$ cat config.mk
export PLATFORM = sky130hd
export DESIGN_NAME = slew_limited_diff_drive_mixer_core
export DESIGN_NICKNAME = d
export VERILOG_FILES = /design/src/rtl/sldm_pkg.sv /design/src/rtl/slew_limited_diff_drive_mixer_core.sv
export SDC_FILE = /design/constraint.sdc
export NUM_CORES = 2
export LEC_CHECK = 0
export ABC_CLOCK_PERIOD_IN_PS = 17850
export BUFFER_PORTS_ARGS = -buffer_cell sky130_fd_sc_hd__buf_4
export CORE_ASPECT_RATIO = 0.75
export CORE_MARGIN = 3
export CORE_UTILIZATION = 25
export DETAILED_ROUTE_END_ITERATION = 10
export PLACE_DENSITY_LB_ADDON = 0.15
export RECOVER_POWER = 100
export SLEW_MARGIN = 30
export SYNTH_ARGS = -nofsm -noshare
export SYNTH_HDL_FRONTEND = slang
export SYNTH_SLANG_ARGS = --single-unit
$ cat constraint.sdc
create_clock -name clk -period 17.85 [get_ports clk]
set_input_delay 0.8925 -clock clk [delete_from_list [all_inputs] [get_ports clk]]
set_output_delay 0.8925 -clock clk [all_outputs]
set_load 0.02 [all_outputs]
$ cat src/rtl/sldm_pkg.sv
// Shared types, constants and microcode for the slew-limited drive mixer.
// Used by the mixer core, its port checker and the testbench; depends on nothing else.
package sldm_pkg;

  localparam int VEL_W   = 16;   // Q3.12 velocity
  localparam int STEP_W  = 15;   // Q3.12 step limit
  localparam int GAIN_W  = 20;   // Q8 signed gain
  localparam int TRIM_W  = 16;   // Q2.14 trim
  localparam int LIM_W   = 10;   // command limit
  localparam int SP_W    = 11;   // setpoint
  localparam int CFG_A_W = 3;
  localparam int CFG_D_W = 20;
  localparam int PROD1_W = GAIN_W + VEL_W;   // gain times velocity
  localparam int MIX_W   = PROD1_W + 1;      // sum or difference of two products
  localparam int PROD_W  = MIX_W + GAIN_W;   // shared multiplier output
  localparam int FRAC_SH = 34;
  localparam int PC_W    = 3;
  localparam int IN_TD_W  = 32;
  localparam int OUT_TD_W = 24;

  localparam logic [STEP_W-1:0]        LIN_STEP_RST = 15'd82;
  localparam logic [STEP_W-1:0]        ANG_STEP_RST = 15'd82;
  localparam logic signed [GAIN_W-1:0] FWD_GAIN_RST = -20'sd163630;
  localparam logic signed [GAIN_W-1:0] TURN_GAIN_RST = 20'sd57352;
  localparam logic [TRIM_W-1:0]        TRIM1_RST = 16'd16433;
  localparam logic [TRIM_W-1:0]        TRIM2_RST = 16'd16335;
  localparam logic [LIM_W-1:0]         CMD_LIM_RST = 10'd721;

  typedef enum logic [CFG_A_W-1:0] {
    REG_LIN_STEP  = 3'd0,
    REG_ANG_STEP  = 3'd1,
    REG_FWD_GAIN  = 3'd2,
    REG_TURN_GAIN = 3'd3,
    REG_TRIM1     = 3'd4,
    REG_TRIM2     = 3'd5,
    REG_CMD_LIM   = 3'd6
  } reg_idx_t;

  typedef enum logic [2:0] {
    OP_WAIT,
    OP_SLEW,
    OP_MUL_BASE,
    OP_MUL_TURN,
    OP_MIX,
    OP_MUL_CH1,
    OP_MUL_CH2,
    OP_EMIT
  } uop_t;

  // Hold conditions: while the condition is true the step repeats.
  typedef enum logic [1:0] {
    HOLD_NONE,
    HOLD_NO_IN,
    HOLD_OUT_BUSY
  } hold_t;

  typedef struct packed {
    uop_t            op;
    hold_t           hold;
    logic [PC_W-1:0] target;
  } uword_t;

  function automatic uword_t ucode(input logic [PC_W-1:0] pc);
    uword_t w;
    case (pc)
      3'd0:    w = '{op: OP_WAIT,     hold: HOLD_NO_IN,    target: 3'd1};
      3'd1:    w = '{op: OP_SLEW,     hold: HOLD_NONE,     target: 3'd2};
      3'd2:    w = '{op: OP_MUL_BASE, hold: HOLD_NONE,     target: 3'd3};
      3'd3:    w = '{op: OP_MUL_TURN, hold: HOLD_NONE,     target: 3'd4};
      3'd4:    w = '{op: OP_MIX,      hold: HOLD_NONE,     target: 3'd5};
      3'd5:    w = '{op: OP_MUL_CH1,  hold: HOLD_NONE,     target: 3'd6};
      3'd6:    w = '{op: OP_MUL_CH2,  hold: HOLD_NONE,     target: 3'd7};
      3'd7:    w = '{op: OP_EMIT,     hold: HOLD_OUT_BUSY, target: 3'd0};
      default: w = '{op: OP_WAIT,     hold: HOLD_NONE,     target: 3'd0};
    endcase
    return w;
  endfunction

endpackage

$ cat src/rtl/slew_limited_diff_drive_mixer_core.sv
// Slew-limited differential drive mixer, microcoded over one shared multiplier.
// Depends on sldm_pkg for widths, register indexes and the microcode table.
//
//  channel  | direction | tdata / fields (low bit first)              | tuser
//  in_      | slave     | target_linear[15:0], target_angular[31:16]  | none
//  out_     | master    | channel1_setpoint[10:0], channel2_setpoint[21:11], pad | none
//  cfg_     | write     | cfg_addr selects a register, cfg_wdata holds it | none
//
// Each word passes the slew, base, turn, mix and channel steps to the output register, and
// the input reopens in the cycle after that load, so a new word is taken only once the last is loaded.
// The sequence is set by the shared 37x20 multiplier, used four times per word.
// If the output register still holds an untaken result, the last step waits.
// Reset (rst_n low, synchronous) restores the register defaults and clears
// the stored velocities and the output valid.
module slew_limited_diff_drive_mixer_core (
  input  logic                            clk,
  input  logic                            rst_n,
  input  logic                            in_tvalid,
  output logic                            in_tready,
  input  logic [sldm_pkg::IN_TD_W-1:0]    in_tdata,   // target_linear, target_angular
  output logic                            out_tvalid,
  input  logic                            out_tready,
  output logic [sldm_pkg::OUT_TD_W-1:0]   out_tdata,  // channel1_setpoint, channel2_setpoint, zeros
  input  logic                            cfg_we,
  input  logic [sldm_pkg::CFG_A_W-1:0]    cfg_addr,
  input  logic [sldm_pkg::CFG_D_W-1:0]    cfg_wdata
);

  localparam int VW = sldm_pkg::VEL_W;
  localparam int PW = sldm_pkg::PROD_W;
  localparam logic signed [PW-1:0] RND_HALF = PW'(64'd1 << (sldm_pkg::FRAC_SH - 1));

  // Configuration registers.
  logic [sldm_pkg::STEP_W-1:0]        lin_step_r, ang_step_r;
  logic signed [sldm_pkg::GAIN_W-1:0] fwd_gain_r, turn_gain_r;
  logic [sldm_pkg::TRIM_W-1:0]        trim1_r, trim2_r;
  logic [sldm_pkg::LIM_W-1:0]         cmd_lim_r;

  // Sequencer and datapath.
  logic [sldm_pkg::PC_W-1:0]          pc_r, pc_nxt;
  sldm_pkg::uword_t                   uw;
  logic                               hold;
  logic signed [VW-1:0]               tgt_lin_r, tgt_ang_r;
  logic signed [VW-1:0]               last_lin_r, last_ang_r;
  logic signed [VW-1:0]               lin_nxt, ang_nxt;
  logic signed [sldm_pkg::PROD1_W-1:0] base_r;
  logic signed [sldm_pkg::MIX_W-1:0]  mix1_r, mix2_r;
  logic signed [sldm_pkg::MIX_W-1:0]  mul_a;
  logic signed [sldm_pkg::GAIN_W-1:0] mul_b;
  logic signed [PW-1:0]               prod_r, prod_nxt;
  logic signed [sldm_pkg::SP_W-1:0]   ch1_r, sp_now;
  logic signed [sldm_pkg::SP_W-1:0]   out_ch1_r, out_ch2_r;
  logic                               out_valid_r;
  logic                               in_acc, emit;

  function automatic logic signed [VW-1:0] slew(
    input logic signed [VW-1:0] tgt,
    input logic signed [VW-1:0] last,
    input logic [sldm_pkg::STEP_W-1:0] step
  );
    logic signed [VW:0] diff, stp;
    logic signed [VW-1:0] res;
    diff = (VW+1)'(tgt) - (VW+1)'(last);
    stp  = signed'({2'b00, step});
    if (diff > stp) begin
      res = VW'(last + signed'({1'b0, step}));
    end else if (diff < -stp) begin
      res = VW'(last - signed'({1'b0, step}));
    end else begin
      res = tgt;
    end
    return res;
  endfunction

  // Round to nearest (ties upward), then clamp to +/- the command limit.
  function automatic logic signed [sldm_pkg::SP_W-1:0] rnd_clamp(
    input logic signed [PW-1:0] p,
    input logic [sldm_pkg::LIM_W-1:0] lim
  );
    logic signed [PW-1:0] s;
    logic signed [PW-sldm_pkg::FRAC_SH-1:0] r, hi;
    logic signed [sldm_pkg::SP_W-1:0] res;
    s  = p + RND_HALF;
    r  = s[PW-1:sldm_pkg::FRAC_SH];
    hi = signed'((PW-sldm_pkg::FRAC_SH)'(lim));
    if (r > hi) begin
      res = sldm_pkg::SP_W'(hi);
    end else if (r < -hi) begin
      res = sldm_pkg::SP_W'(-hi);
    end else begin
      res = sldm_pkg::SP_W'(r);
    end
    return res;
  endfunction

  assign uw        = sldm_pkg::ucode(pc_r);
  assign in_tready = (uw.op == sldm_pkg::OP_WAIT);
  assign in_acc    = in_tvalid && in_tready;
  assign emit      = (uw.op == sldm_pkg::OP_EMIT) && (!out_valid_r || out_tready);

  always_comb begin
    case (uw.hold)
      sldm_pkg::HOLD_NO_IN:    hold = !in_tvalid;
      sldm_pkg::HOLD_OUT_BUSY: hold = out_valid_r && !out_tready;
      default:                 hold = 1'b0;
    endcase
    pc_nxt = hold ? pc_r : uw.target;
  end

  assign lin_nxt = slew(tgt_lin_r, last_lin_r, lin_step_r);
  assign ang_nxt = slew(tgt_ang_r, last_ang_r, ang_step_r);

  // Operand selection for the shared multiplier.
  always_comb begin
    case (uw.op)
      sldm_pkg::OP_MUL_BASE: begin
        mul_a = sldm_pkg::MIX_W'(last_lin_r);
        mul_b = fwd_gain_r;
      end
      sldm_pkg::OP_MUL_TURN: begin
        mul_a = sldm_pkg::MIX_W'(last_ang_r);
        mul_b = turn_gain_r;
      end
      sldm_pkg::OP_MUL_CH1: begin
        mul_a = mix1_r;
        mul_b = signed'(sldm_pkg::GAIN_W'(trim1_r));
      end
      sldm_pkg::OP_MUL_CH2: begin
        mul_a = mix2_r;
        mul_b = signed'(sldm_pkg::GAIN_W'(trim2_r));
      end
      default: begin
        mul_a = '0;
        mul_b = '0;
      end
    endcase
    prod_nxt = mul_a * mul_b;
  end

  assign sp_now = rnd_clamp(prod_r, cmd_lim_r);

  always_ff @(posedge clk) begin
    if (!rst_n) begin
      lin_step_r  <= sldm_pkg::LIN_STEP_RST;
      ang_step_r  <= sldm_pkg::ANG_STEP_RST;
      fwd_gain_r  <= sldm_pkg::FWD_GAIN_RST;
      turn_gain_r <= sldm_pkg::TURN_GAIN_RST;
      trim1_r     <= sldm_pkg::TRIM1_RST;
      trim2_r     <= sldm_pkg::TRIM2_RST;
      cmd_lim_r   <= sldm_pkg::CMD_LIM_RST;
    end else if (cfg_we) begin
      case (cfg_addr)
        sldm_pkg::REG_LIN_STEP:  lin_step_r  <= cfg_wdata[sldm_pkg::STEP_W-1:0];
        sldm_pkg::REG_ANG_STEP:  ang_step_r  <= cfg_wdata[sldm_pkg::STEP_W-1:0];
        sldm_pkg::REG_FWD_GAIN:  fwd_gain_r  <= signed'(cfg_wdata);
        sldm_pkg::REG_TURN_GAIN: turn_gain_r <= signed'(cfg_wdata);
        sldm_pkg::REG_TRIM1:     trim1_r     <= cfg_wdata[sldm_pkg::TRIM_W-1:0];
        sldm_pkg::REG_TRIM2:     trim2_r     <= cfg_wdata[sldm_pkg::TRIM_W-1:0];
        sldm_pkg::REG_CMD_LIM:   cmd_lim_r   <= cfg_wdata[sldm_pkg::LIM_W-1:0];
        default: ;
      endcase
    end
  end

  always_ff @(posedge clk) begin
    if (!rst_n) begin
      pc_r        <= '0;
      last_lin_r  <= '0;
      last_ang_r  <= '0;
      out_valid_r <= 1'b0;
    end else begin
      pc_r <= pc_nxt;
      if (uw.op == sldm_pkg::OP_SLEW) begin
        last_lin_r <= lin_nxt;
        last_ang_r <= ang_nxt;
      end
      if (emit) begin
        out_valid_r <= 1'b1;
      end else if (out_tready) begin
        out_valid_r <= 1'b0;
      end
    end
  end

  always_ff @(posedge clk) begin
    if (in_acc) begin
      tgt_lin_r <= signed'(in_tdata[VW-1:0]);
      tgt_ang_r <= signed'(in_tdata[2*VW-1:VW]);
    end
    // The channel two product must survive while the last step waits.
    if (!hold) begin
      prod_r <= prod_nxt;
    end
    if (uw.op == sldm_pkg::OP_MUL_TURN) begin
      base_r <= prod_r[sldm_pkg::PROD1_W-1:0];
    end
    if (uw.op == sldm_pkg::OP_MIX) begin
      mix1_r <= sldm_pkg::MIX_W'(base_r) - prod_r[sldm_pkg::MIX_W-1:0];
      mix2_r <= sldm_pkg::MIX_W'(base_r) + prod_r[sldm_pkg::MIX_W-1:0];
    end
    if (uw.op == sldm_pkg::OP_MUL_CH2) begin
      ch1_r <= sp_now;
    end
    if (emit) begin
      out_ch1_r <= ch1_r;
      out_ch2_r <= sp_now;
    end
  end

  assign out_tvalid = out_valid_r;
  assign out_tdata  = {1'b0, 1'b0, out_ch2_r, out_ch1_r};

endmodule

==> results_dict.tcl <==
set metrics [dict create \
    worst-path-buf-inv 9 \
    grt_pass1_wl_um 280100 \
    htreeDepth 2 \
    dp_hpwl_um 149000 \
    num_vias 40079 \
    clock-sinks 387 \
    ctsHoldBuffers 0 \
    tns_ps 0 \
    first_pass_iters 5 \
    synth_top_area_frac 0.2908 \
    rsz0062_at_grt "false" \
    ys_seq_area_frac 0.1991 \
    leakagePower_uw 0.02527 \
    clk_pin_slew_ps 60 \
    slowest_stage "clkbuf_1" \
    outcome "finished with violations" \
    arrival_ps 14110 \
    overflow 0 \
    crit_path_frequent_cell "fa_1" \
    antenna_found_initial 3 \
    setup_violations 0 \
    die_w_um 525.2 \
    period_share 0.7621 \
    routabilityCongestion 0.9032 \
    nets 6875 \
    finalMaxSlewViolations 447 \
    die_area_mm2 0.2076 \
    io_pins 86 \
    critical-path-max-stage-delay_ps 2530 \
    slew_headroom -1.448 \
    postRouteAntennaNets 0 \
    worst-endpoint-required_ps 18360 \
    start_util 0.2522 \
    hold_viol_final 0 \
    cts_resized 0 \
    whs_ps 419.5 \
    area_delta_synth_final_pct 10.95 \
    design.core.area_mm2 0.2004 \
    grt_pass1_vias 40557 \
    grt_max_degree 72 \
    pre_cts_ws_ps 7072 \
    cts_setup_buffers 0 \
    syn_area_per_cell_um2 8.902 \
    setup_ws_ps 4247 \
    wl_per_cell_um 22.41 \
    startpoint_type "register" \
    power_density_mw_per_mm2 99.70 \
    finClkSkew_ps 44.68 \
    rrSetupSlack_ps 4250 \
    synth_area_leaders "fa_1 29%, edfxtp_1 14%, ha_1 10%" \
    min_path_type "reg2reg" \
    synth_cells 5677 \
    ys_warn_count 0 \
    tightest_slew_ps 3672 \
    final_area_mm2 0.05607 \
    yosysTopAreaCell "fa_1" \
    fmax_mhz 73.51 \
    async_flop_share 0 \
    num_rows 142 \
    routed_via_density 4.783 \
    netlist_area_mm2 0.05053 \
    crit_family "buffers and inverters" \
    cts_tree "done" \
    numPortBuffers 83 \
    synth-main-ff-cell "edfxtp_1" \
    yosys.cell_types.count 84 \
    cp-end-kind "register" \
    worstSetupPathType "reg2reg" \
    place_area_mm2 0.05463 \
    root_buffer "clkbuf_16" \
    synth_edf_count 231 \
    ir_drop_v 0.00007667 \
    violations "capacitance limit, slew limit" \
    crit_fanout 49 \
    maxCapViolations 14 \
    clock_path_buffers 3 \
    grt_use_total 0.1794 \
    die_h_um 395.4 \
    drive_gt1_frac 0.05075 \
    drc 0 \
    cts_buffers 49 \
    initialDrtViolationCount 3844 \
    fin_crit_ps 13600 \
    finalWirelength_um 187800 \
    ys_seq_elements 387 \
    clock_latency_ps 670 \
    finalPower_uw 5590 \
]
## cells in the final DEF, fill, tap and decap left out, drive strengths merged, types with 44 or more instances in the layout
master / count
inv: 1097
fa: 734
nand2: 704
nor2: 544
ha: 407
a21oi: 290
edfxtp: 231
xnor2: 187
dfxtp: 156
clkbuf: 132
o21ai: 118
buf: 108
nand3: 83
a21o: 76
nor3: 75
a221oi: 64
a221o: 55
xor2: 48
a22o: 47
nor2b: 44
## state kept, by name, summed over array words and instances, names as in the netlist, 20 cells and up
name and count:
prod_r 57, mix1_r 37, base_r 36, mix2_r 36
fwd_gain_r 20, turn_gain_r 20
## report_power, final
group          internal, uW  leakage (uW)  switching [uW]
sequential             1170       0.00351             188
combinational          1150        0.0209            2040
clock                   597      0.000829             455
## cells by family (layout without fill, tap and decap cells)
kind of cell / after synthesis / count (layout) / share of synthesized area
buffers and inverters: 1323 / 1359 / 0.09876
DFF: 387 / 387 / 0.1991
AOI/OAI and AO/OA: 948 / 948 / 0.1292
and+or+nand+nor: 1615 / 1615 / 0.1353
adders and majority gates: 1141 / 1141 / 0.3915
muxes: 27 / 27 / 0.005373
other: 1 / 3 / 0.00007421
xor gates and xnor gates: 235 / 235 / 0.04073
## cell type report
| class | count | area (um2) |
|---|---|---|
| Antenna cell | 1 | 2.502 |
| Clock buffer | 64 | 1419 |
| Clock inverter | 27 | 252.7 |
| Fill cell | 21499 | 144300 |
| Inverter | 1092 | 4100 |
| Multi-Input combinational cell | 3968 | 35710 |
| Sequential cell | 387 | 10060 |
| Tap cell | 2664 | 3333 |
| Timing Repair Buffer | 176 | 1190 |
## synth_stat cells, types with 12 or more instances
library cell	count
a22oi_1	13
dfxtp_1	156
and3_1	15
buf_1	13
or3_1	19
nor2b_1	44
edfxtp_1	231
xor2_1	48
a221oi_1	62
inv_1	1088
o31ai_1	23
nor2_1	544
a2111oi_0	12
mux2i_1	26
ha_1	407
nand3_1	83
buf_2	13
fa_1	734
a211oi_1	24
and2_1	18
a21oi_1	288
o21bai_1	39
a221o_1	55
o211ai_1	28
a21o_1	76
clkbuf_1	202
xnor2_1	187
nand2b_1	36
nor3_1	74
a31oi_1	29
nand2_1	704
o21a_1	33
nand4_1	29
o21ai_0	115
a22o_1	47
## metal layers
layer | share of wire | up-vias | track usage
met5 | 0.000053 | - | 0
met4 | 0.013 | 2 | 0.02501
met3 | 0.074 | 127 | 0.03302
met2 | 0.38 | 1198 | 0.2407
met1 | 0.54 | 20439 | 0.2947
li1 | - | 18313 | -
## final timing paths
check / to / depth (start not counted) / startpoint
setup / recovery: prod_r[55]$_DFFE_PN_ / 28 / uw[6]$_DFF_P_
hold / removal: out_ch1_r[9]$_DFFE_PP_ / 0 / ch1_r[9]$_DFFE_PN_
setup reg to reg: prod_r[55]$_DFFE_PN_ / 28 / uw[6]$_DFF_P_
hold reg to reg: out_ch1_r[9]$_DFFE_PP_ / 0 / ch1_r[9]$_DFFE_PN_
## per-stage QoR
| stage | util | std cells |
|---|---|---|
| after detailed placement | 0.2726 | 8287 |
| after CTS | 0.2809 | 8378 |
| final | 0.2798 | 8379 |
| after global placement | 0.2722 | 8283 |
| after floorplan | - | 5678 |
| after global routing | 0.2798 | 8378 |
Note: power is estimated with default switching activity, not from simulation.
